File: config.mk
export PLATFORM = sky130hd
export DESIGN_NAME = flash_region_access_guard
export DESIGN_NICKNAME = d
export VERILOG_FILES = /design/src/rtl/core/frag_pkg.sv /design/src/rtl/core/frag_front.sv /design/src/rtl/core/frag_queue.sv /design/src/rtl/core/frag_back.sv /design/src/rtl/core/flash_region_access_guard.sv
export SDC_FILE = /design/constraint.sdc
export NUM_CORES = 1
export LEC_CHECK = 0
export ABC_AREA = 1
export ABC_CLOCK_PERIOD_IN_PS = 10600
export BUFFER_PORTS_ARGS = -buffer_cell sky130_fd_sc_hd__buf_2
export CAP_MARGIN = 0
export CORE_UTILIZATION = 45
export CTS_CLUSTER_SIZE = 8
export DETAILED_ROUTE_END_ITERATION = 10
export PLACE_DENSITY = 0.7
export SYNTH_ARGS = -nofsm -noshare
export SYNTH_HDL_FRONTEND = slang
export SYNTH_SLANG_ARGS = --single-unit
File: constraint.sdc
create_clock -name clock -period 10.6 [get_ports clock]
set_clock_uncertainty 0.05 [all_clocks]
set_input_delay 2.12 -clock clock [delete_from_list [all_inputs] [get_ports clock]]
set_output_delay 2.12 -clock clock [all_outputs]
set_load 0.1 [all_outputs]
File: src/rtl/core/frag_pkg.sv
// Shared types, codes and descriptor layout for the flash region access guard.
package frag_pkg;

   localparam int unsigned ADDR_W = 24;
   localparam int unsigned LEN_W  = 13;
   localparam logic [LEN_W-1:0]  MAX_LENGTH  = 13'd4096;
   localparam logic [ADDR_W:0]   FLASH_BYTES = 25'h100_0000;

   localparam logic [ADDR_W-1:0] BIOS_LIMIT = 24'h5F_FFFF;
   localparam logic [ADDR_W-1:0] ME_LIMIT   = 24'h9F_FFFF;
   localparam logic [ADDR_W-1:0] GBE_LIMIT  = 24'hBF_FFFF;
   localparam logic [1:0] BIOS_OWNER = 2'd1;
   localparam logic [1:0] ME_OWNER   = 2'd2;
   localparam logic [1:0] GBE_OWNER  = 2'd3;
   localparam logic [1:0] READ_ONLY_MASTER = 2'd0;

   localparam logic [3:0] LOCK_RESET = 4'b0001;
   localparam int unsigned LK_WE_BIT   = 0;
   localparam int unsigned LK_DOWN_BIT = 3;

   typedef enum logic [1:0] {
      ACT_CHECK = 2'd0,
      ACT_SET   = 2'd1,
      ACT_LOCK  = 2'd2,
      ACT_NONE  = 2'd3
   } action_type;

   typedef enum logic [2:0] {
      ST_OK          = 3'd0,
      ST_REGION_DENY = 3'd1,
      ST_RANGE_PROT  = 3'd2,
      ST_HOST_WP     = 3'd3,
      ST_BOUNDS      = 3'd4,
      ST_BAD_INDEX   = 3'd5,
      ST_BAD_RANGE   = 3'd6,
      ST_LOCKED      = 3'd7
   } status_type;

   typedef enum logic {
      BACK_IDLE,
      BACK_WALK
   } back_state_type;

   typedef struct packed {
      action_type        action;
      logic [1:0]        initiator;
      logic [ADDR_W-1:0] address;
      logic [LEN_W-1:0]  length;
      logic              write_op;
      logic [2:0]        range_index;
      logic [ADDR_W-1:0] range_base;
      logic [ADDR_W-1:0] range_limit;
      logic              wp;
      logic              rp;
      logic [3:0]        lock_request;
      status_type        pre_status;
   } entry_type;

   // Fixed descriptor layout: first region holding the byte decides.
   // Spare regions (base 0, limit 0) are shadowed by the BIOS region.
   function automatic logic region_permits(logic [ADDR_W-1:0] addr, logic [1:0] master);
      logic [1:0] owner;
      logic       hit;
      owner = BIOS_OWNER;
      hit   = 1'b1;
      priority if (addr <= BIOS_LIMIT) owner = BIOS_OWNER;
      else if (addr <= ME_LIMIT)       owner = ME_OWNER;
      else if (addr <= GBE_LIMIT)      owner = GBE_OWNER;
      else                             hit = 1'b0;
      return hit && (master == READ_ONLY_MASTER || master == owner);
   endfunction

endpackage

File: src/rtl/core/frag_front.sv
// Front end: takes transactions, classifies them and runs stateless checks.
module frag_front import frag_pkg::*; #(
   parameter int unsigned RANGE_COUNT = 5
) (
   input  logic              req_valid,
   output logic              req_ready,
   input  logic [1:0]        req_action,
   input  logic [1:0]        req_initiator,
   input  logic [23:0]       req_address,
   input  logic [12:0]       req_length,
   input  logic              req_write_op,
   input  logic [2:0]        req_range_index,
   input  logic [23:0]       req_range_base,
   input  logic [23:0]       req_range_limit,
   input  logic [7:0]        req_permissions,
   input  logic [3:0]        req_lock_request,
   input  logic              q_full,
   output logic              q_push,
   output entry_type         q_entry
);

   logic [ADDR_W:0] end_addr;
   logic            bad_index;

   assign req_ready = !q_full;
   assign q_push    = req_valid && !q_full;
   assign end_addr  = {1'b0, req_address} + {{(ADDR_W+1-LEN_W){1'b0}}, req_length};
   assign bad_index = {29'd0, req_range_index} >= 32'(RANGE_COUNT);

   always_comb begin
      q_entry              = '0;
      q_entry.action       = action_type'(req_action);
      q_entry.initiator    = req_initiator;
      q_entry.address      = req_address;
      q_entry.length       = req_length;
      q_entry.write_op     = req_write_op;
      q_entry.range_index  = req_range_index;
      q_entry.range_base   = req_range_base;
      q_entry.range_limit  = req_range_limit;
      q_entry.wp           = !req_permissions[1];
      q_entry.rp           = !req_permissions[0];
      q_entry.lock_request = req_lock_request;
      q_entry.pre_status   = ST_OK;
      unique case (action_type'(req_action))
         ACT_CHECK: begin
            if (req_length > MAX_LENGTH || end_addr > FLASH_BYTES)
               q_entry.pre_status = ST_BOUNDS;
         end
         ACT_SET: begin
            priority if (bad_index) q_entry.pre_status = ST_BAD_INDEX;
            else if (req_range_base > req_range_limit ||
                     {1'b0, req_range_limit} >= FLASH_BYTES)
               q_entry.pre_status = ST_BAD_RANGE;
         end
         ACT_LOCK, ACT_NONE: q_entry.pre_status = ST_OK;
         default: q_entry.pre_status = ST_OK;
      endcase
   end

endmodule

File: src/rtl/core/frag_queue.sv
// Two-entry transaction queue between front and back end.
module frag_queue import frag_pkg::*; (
   input  logic      clock,
   input  logic      reset,
   input  logic      push,
   input  entry_type push_entry,
   output logic      full,
   input  logic      pop,
   output logic      head_valid,
   output entry_type head_entry
);

   entry_type mem_ff [2];
   logic      wr_ptr_ff, wr_ptr_in;
   logic      rd_ptr_ff, rd_ptr_in;
   logic [1:0] count_ff, count_in;

   assign full       = count_ff == 2'd2;
   assign head_valid = count_ff != 2'd0;
   assign head_entry = mem_ff[rd_ptr_ff];

   always_comb begin
      wr_ptr_in = wr_ptr_ff ^ push;
      rd_ptr_in = rd_ptr_ff ^ pop;
      count_in  = count_ff + {1'b0, push} - {1'b0, pop};
   end

   always_ff @(posedge clock) begin
      if (reset) begin
         wr_ptr_ff <= 1'b0;
         rd_ptr_ff <= 1'b0;
         count_ff  <= 2'd0;
      end else begin
         wr_ptr_ff <= wr_ptr_in;
         rd_ptr_ff <= rd_ptr_in;
         count_ff  <= count_in;
      end
   end

   always_ff @(posedge clock) begin
      if (push) mem_ff[wr_ptr_ff] <= push_entry;
   end

endmodule

File: src/rtl/core/frag_back.sv
// Back end: byte walk against region and range tables, range and lock updates.
module frag_back import frag_pkg::*; #(
   parameter int unsigned RANGE_COUNT = 5
) (
   input  logic       clock,
   input  logic       reset,
   input  logic [1:0] host_master,
   input  logic       q_valid,
   input  entry_type  q_entry,
   output logic       q_pop,
   output logic       rsp_valid,
   input  logic       rsp_ready,
   output logic       rsp_accepted,
   output logic [2:0] rsp_status,
   output logic [3:0] rsp_lock_bits
);

   localparam int unsigned RIDX_W = (RANGE_COUNT > 1) ? $clog2(RANGE_COUNT) : 1;

   back_state_type state_ff, state_in;
   logic [ADDR_W-1:0] base_ff  [RANGE_COUNT];
   logic [ADDR_W-1:0] limit_ff [RANGE_COUNT];
   logic [RANGE_COUNT-1:0] wp_ff, rp_ff;
   logic [3:0] lock_ff, lock_in;

   logic [ADDR_W-1:0] addr_ff, addr_in;
   logic [LEN_W-1:0]  remain_ff, remain_in;
   logic [1:0]        master_ff, master_in;
   logic              wr_ff, wr_in;

   logic       out_valid_ff, out_valid_in;
   logic       out_acc_ff, out_acc_in;
   status_type out_st_ff, out_st_in;
   logic [3:0] out_lock_ff, out_lock_in;

   logic       out_free, emit, range_we, load_walk;
   logic       emit_acc;
   status_type emit_st, byte_st;
   logic       range_blk;

   assign out_free      = !out_valid_ff || rsp_ready;
   assign rsp_valid     = out_valid_ff;
   assign rsp_accepted  = out_acc_ff;
   assign rsp_status    = out_st_ff;
   assign rsp_lock_bits = out_lock_ff;

   // First protected range holding the byte decides; scan backwards so index 0 wins.
   always_comb begin
      range_blk = 1'b0;
      for (int i = RANGE_COUNT - 1; i >= 0; i--) begin
         if (addr_ff >= base_ff[i] && addr_ff <= limit_ff[i])
            range_blk = wr_ff ? wp_ff[i] : rp_ff[i];
      end
      priority if (!region_permits(addr_ff, master_ff)) byte_st = ST_REGION_DENY;
      else if (range_blk) byte_st = ST_RANGE_PROT;
      else if (master_ff == host_master && wr_ff && !lock_ff[LK_WE_BIT]) byte_st = ST_HOST_WP;
      else byte_st = ST_OK;
   end

   always_comb begin
      state_in = state_ff;
      unique case (state_ff)
         BACK_IDLE: if (load_walk) state_in = BACK_WALK;
         BACK_WALK: if (emit) state_in = BACK_IDLE;
         default: state_in = BACK_IDLE;
      endcase
   end

   always_comb begin
      q_pop     = 1'b0;
      emit      = 1'b0;
      emit_acc  = 1'b0;
      emit_st   = ST_OK;
      range_we  = 1'b0;
      load_walk = 1'b0;
      lock_in   = lock_ff;
      addr_in   = addr_ff;
      remain_in = remain_ff;
      master_in = master_ff;
      wr_in     = wr_ff;
      unique case (state_ff)
         BACK_IDLE: begin
            if (q_valid && out_free) begin
               q_pop = 1'b1;
               unique case (q_entry.action)
                  ACT_CHECK: begin
                     priority if (q_entry.pre_status != ST_OK) begin
                        emit = 1'b1; emit_st = q_entry.pre_status;
                     end else if (q_entry.length == '0) begin
                        emit = 1'b1; emit_acc = 1'b1;
                     end else begin
                        load_walk = 1'b1;
                        addr_in   = q_entry.address;
                        remain_in = q_entry.length;
                        master_in = q_entry.initiator;
                        wr_in     = q_entry.write_op;
                     end
                  end
                  ACT_SET: begin
                     emit = 1'b1;
                     priority if (q_entry.pre_status != ST_OK) emit_st = q_entry.pre_status;
                     else if (lock_ff[LK_DOWN_BIT]) emit_st = ST_LOCKED;
                     else begin
                        range_we = 1'b1; emit_acc = 1'b1;
                     end
                  end
                  ACT_LOCK: begin
                     emit = 1'b1;
                     if (lock_ff[LK_DOWN_BIT]) emit_st = ST_LOCKED;
                     else begin
                        emit_acc = 1'b1;
                        lock_in  = (lock_ff & ~{3'b000, q_entry.lock_request[0]})
                                   | {q_entry.lock_request[3:1], 1'b0};
                     end
                  end
                  ACT_NONE: emit = 1'b1;
                  default: emit = 1'b1;
               endcase
            end
         end
         BACK_WALK: begin
            if (out_free) begin
               priority if (byte_st != ST_OK) begin
                  emit = 1'b1; emit_st = byte_st;
               end else if (remain_ff == LEN_W'(1)) begin
                  emit = 1'b1; emit_acc = 1'b1;
               end else begin
                  addr_in   = addr_ff + ADDR_W'(1);
                  remain_in = remain_ff - LEN_W'(1);
               end
            end
         end
         default: ;
      endcase
      out_valid_in = emit ? 1'b1 : (rsp_ready ? 1'b0 : out_valid_ff);
      out_acc_in   = emit ? emit_acc : out_acc_ff;
      out_st_in    = emit ? emit_st : out_st_ff;
      out_lock_in  = emit ? lock_in : out_lock_ff;
   end

   always_ff @(posedge clock) begin
      if (reset) begin
         state_ff     <= BACK_IDLE;
         lock_ff      <= LOCK_RESET;
         out_valid_ff <= 1'b0;
         wp_ff        <= '0;
         rp_ff        <= '0;
         for (int i = 0; i < RANGE_COUNT; i++) begin
            base_ff[i]  <= '1;
            limit_ff[i] <= '0;
         end
      end else begin
         state_ff     <= state_in;
         lock_ff      <= lock_in;
         out_valid_ff <= out_valid_in;
         if (range_we) begin
            base_ff[q_entry.range_index[RIDX_W-1:0]]  <= q_entry.range_base;
            limit_ff[q_entry.range_index[RIDX_W-1:0]] <= q_entry.range_limit;
            wp_ff[q_entry.range_index[RIDX_W-1:0]]    <= q_entry.wp;
            rp_ff[q_entry.range_index[RIDX_W-1:0]]    <= q_entry.rp;
         end
      end
   end

   always_ff @(posedge clock) begin
      addr_ff     <= addr_in;
      remain_ff   <= remain_in;
      master_ff   <= master_in;
      wr_ff       <= wr_in;
      out_acc_ff  <= out_acc_in;
      out_st_ff   <= out_st_in;
      out_lock_ff <= out_lock_in;
   end

endmodule

File: src/rtl/core/flash_region_access_guard.sv
// Flash region access guard. Each request transaction gives one response. Access checks
// walk the access one byte per cycle, while the response register is free, against the
// fixed descriptor regions and the protected range slots, stopping at the first refused
// byte; zero-length and out-of-bounds checks, range sets, lock requests and unknown
// actions need no walk. The response appears in the response register the cycle after
// the back end finishes. The byte walk sets the rate. A two-entry queue lets new requests
// be taken while the back end is busy, and a response register holds the result until it
// is taken.
module flash_region_access_guard import frag_pkg::*; #(
   parameter int unsigned RANGE_COUNT = 5
) (
   input  logic        clock,
   input  logic        reset,
   input  logic        csr_we,
   input  logic [1:0]  csr_wdata,
   input  logic        req_valid,
   output logic        req_ready,
   input  logic [1:0]  req_action,
   input  logic [1:0]  req_initiator,
   input  logic [23:0] req_address,
   input  logic [12:0] req_length,
   input  logic        req_write_op,
   input  logic [2:0]  req_range_index,
   input  logic [23:0] req_range_base,
   input  logic [23:0] req_range_limit,
   input  logic [7:0]  req_permissions,
   input  logic [3:0]  req_lock_request,
   output logic        rsp_valid,
   input  logic        rsp_ready,
   output logic        rsp_accepted,
   output logic [2:0]  rsp_status,
   output logic [3:0]  rsp_lock_bits
);

   logic [1:0] host_master_ff;
   logic       q_full, q_push, q_pop, q_valid;
   entry_type  push_entry, head_entry;

   always_ff @(posedge clock) begin
      if (reset) host_master_ff <= 2'd0;
      else if (csr_we) host_master_ff <= csr_wdata;
   end

   frag_front #(.RANGE_COUNT(RANGE_COUNT)) u_front (
      .req_valid, .req_ready, .req_action, .req_initiator, .req_address, .req_length,
      .req_write_op, .req_range_index, .req_range_base, .req_range_limit,
      .req_permissions, .req_lock_request,
      .q_full(q_full), .q_push(q_push), .q_entry(push_entry)
   );

   frag_queue u_queue (
      .clock, .reset, .push(q_push), .push_entry(push_entry), .full(q_full),
      .pop(q_pop), .head_valid(q_valid), .head_entry(head_entry)
   );

   frag_back #(.RANGE_COUNT(RANGE_COUNT)) u_back (
      .clock, .reset, .host_master(host_master_ff), .q_valid(q_valid),
      .q_entry(head_entry), .q_pop(q_pop), .rsp_valid, .rsp_ready, .rsp_accepted,
      .rsp_status, .rsp_lock_bits
   );

endmodule

==> run metrics <==
status=finished clean; vias in the first global route=19600; IO Count=122; DR iter-0 viols=1461; Unique masters post-synth=59; First-pass DRT Iterations=7; part of the power in combinational logic=slightly above 20%; maxcap violations=0; layout cell share with drive strength beyond 1=roughly 11%; H-tree Lvls=3; top-area cell type share of the netlist area=53.8%; fin nets=around 3200; height of the die=249 microns; critical path type=primary input to flip-flop; Buf/Inv on CP=2; Crit. End Element=flip-flop; Async SR Flop Fraction=0%; post-cts resize count=0; die footprint=62000 sq um; Commonest cells post-synth=edfxtp_1, nand2_1, inv_1, ha_1, nor2_1; drt via density=5.37; Starting Density=45.5%; Synth-to-Final Area Change=13.3%; initial antenna violation count=2; XOR/XNOR share of the synthesized area=less than 1%; Ys Warns=0; Req. time, crit path=10.89 ns; critical path arrival=5.16 ns; net switching fraction of the power=30.3%; final hold vios=0; post-synthesis cell count=approximately 2600; worst slew pin tran=1.23 ns; CP cell instances=buf_2 > inv_1 > ha_1 > nand4_1 > nor3_1 > nor4b_1 > nand4_1 > a31oi_1 > nand2_1; Rows=90; FF+latch count, synth=514; Reg power frac=a little over two fifths; grt ovf=0; crit start category=primary input; Post CTS Setup Buffer Count=0; CTS Buffer Depth=3; Worst path most repeated cell=nand4_1; leading cell type by number of instances after synthesis=edfxtp_1; DRC violations left=0; Synth Cell Area=27400 sq um; final setup fails=0; clock power share=36.8%; Hold WC Path Type=flip-flop to flip-flop; Post-DP HPWL=47.7 mm; FF+latch area=15200 sq um; CTS tree=yes; internal power=4.14 mW; chip width=249 microns; Synth Area in Simple Gates=14.6%; Slew Viols, Final=0; largest net degree at the start of global routing=66; PortBufs=115; Synth Area in Compound Gates=6.86%; Crit path max-delay family=simple AND/OR/NAND/NOR gates; WL/cell=around 18 microns; clk sinks=514; leading area contributor after synthesis=edfxtp_1; combinational family with the most area after synthesis=simple AND/OR/NAND/NOR gates; total CTS buffers=74; # diodes=0; Slowest-stage cell, CP=nor4b_1; Synth area leaders=edfxtp_1, ha_1, nand2_1; fin crit share=46.0%; CTS Root Cell=clkbuf_16; routed wire length=66.8 mm; unrepaired setup endpoints after global routing=false; Clk pin slew, worst setup/hold paths=0.05 ns; Post-Synth Adder-Cell Area=13.0%; mux contribution to synthesized area=2.30%; Top FF cell, synth=edfxtp_1; core area=60400 sq um; cts hold-fix bufs=0; min Tclk post-route=4.87 ns; Filler cells=5152; GPL Wtd Cong=0.919; Syn Nets=3042; Post-synth EDFFs=492; Mean Syn Cell Area=approximately 10 sq um; setup_tns=0 ns; Max-slew headroom=17.8%; Lkg Pwr=13.5 nW; antenna violation net count after detailed routing=0; VDD IR max=0.000124 V; clock latency on the worst-skew pair=roughly 0.60 ns; fmax=205 MHz; slowest stage delay, CP=0.69 ns; first-pass GRT wire length=104 mm; Cell Pwr Density=191 nW/um^2; Seq/Total Area, Yosys=55.4%; via count=approximately 19000; CP max FO=3; Final Core Density=51.5%; Net Sw Power=1.80 mW; area of the multi-input gates=10400 sq um; GRT Total Usage=21.6%
[cell usage in the layout, fill, tap and decap left out, drive strengths merged, types with 8 or more instances in the layout]
cell type,instances
a21oi,142
buf,146
clkbuf,103
dfxtp,22
edfxtp,492
ha,284
inv,428
mux2i,63
nand2,493
nand3,65
nand4,40
nor2,286
nor3,22
nor4,9
o211ai,11
o21a,9
o21ai,127
o22ai,19
or2,10
xnor2,8
xor2,20
[path summary, 6_finish.rpt]
| path | start | to | slack (ns) | cells after the start |
|---|---|---|---|---|
| max | req_range_limit[23] | u_queue.mem_ff[1][2]$_DFFE_PP_ | 5.73 | 9 |
| min | u_back.lock_ff[1]$_SDFF_PP0_ | u_back.lock_ff[1]$_SDFF_PP0_ | 0.42 | 2 |
| max reg2reg | u_back.addr_ff[19]$_DFFE_PP_ | u_back.addr_ff[2]$_DFFE_PP_ | 6.30 | 17 |
| min reg2reg | u_back.lock_ff[1]$_SDFF_PP0_ | u_back.lock_ff[1]$_SDFF_PP0_ | 0.42 | 2 |
[power by group through the flow]
stage / clock, mW / combinational, mW / sequential [mW]
4_1_cts: 2.21 / 1.23 / 2.53
6_report: 2.19 / 1.22 / 2.53
3_3_place_gp: 0 / 1.18 / 2.56
3_5_place_dp: 0 / 1.22 / 2.57
5_1_grt: 2.29 / 1.35 / 2.54
2_1_floorplan: 0 / 0.717 / 2.69
[tightest hold or removal path: cells and delay by family, from the launching register on]
kind                   cells  cell delay (ns)
buffers and inverters      1             0.06
flip-flops                 1             0.29
AO/OA/AOI/OAI              1             0.06
[logic make-up after synthesis]
family	Yosys count
DFF	514
muxes	63
buffers and inverters	477
AOI/OAI and AO/OA	342
xor gates and xnor gates	28
and+or+nand+nor	936
adders and majority gates	285
[through the flow]
step | cells | area [sq um] | total power, mW | worst slack, ns | hold WS (ns)
2_1_floorplan | 2645 | 27400 | 3.41 | 5.19 | 0.386
3_3_place_gp | 3524 | 29000 | 3.74 | 5.02 | 0.394
3_5_place_dp | 3524 | 29000 | 3.79 | 5.01 | 0.409
4_1_cts | 3629 | 31100 | 5.98 | 5.62 | 0.415
5_1_grt | 3629 | 31100 | 6.18 | 5.64 | 0.431
6_report | 3629 | 31100 | 5.94 | 5.73 | 0.417
[area by class of cell]
type | count | share of cell area (%)
clock buffer | 103 | 6.64
multi-input combinational | 1654 | 33.4
sequential | 514 | 48.9
tap | 782 | 3.15
clock inverter | 2 | 0.125
inverter | 428 | 5.16
timing repair buffer | 146 | 2.60
[layer usage]
layer | wire (microns) | vias up | track usage, % | part of all wire (%)
met5 | 24 | - | 0 | 0.036
met4 | 2570 | 4 | 10.4 | 3.8
met3 | 4140 | 150 | 3.24 | 6.2
met2 | 32400 | 639 | 36.8 | 48
met1 | 27700 | 9359 | 27.0 | 41
li1 | - | 9333 | - | -
[flip-flops by register name, summed over array words and instances, names as in the netlist]
register and cells:
u_back.rp_ff 5, u_queue.rd_ptr_ff 1, u_back.wp_ff 5, u_back.addr_ff 24, u_back.rsp_lock_bits 4, u_back.lock_ff 4
u_back.remain_ff 13, u_back.rsp_valid 1, u_back.state_ff 1, u_back.wr_ff 1, u_queue.mem_ff 204, u_back.rsp_accepted 1
u_back.limit_ff 120, u_back.master_ff 2, u_back.base_ff 120, host_master_ff 2, u_queue.wr_ptr_ff 1, u_back.rsp_status 3
u_queue.count_ff 2
Note: power is estimated with default switching activity, not from simulation.
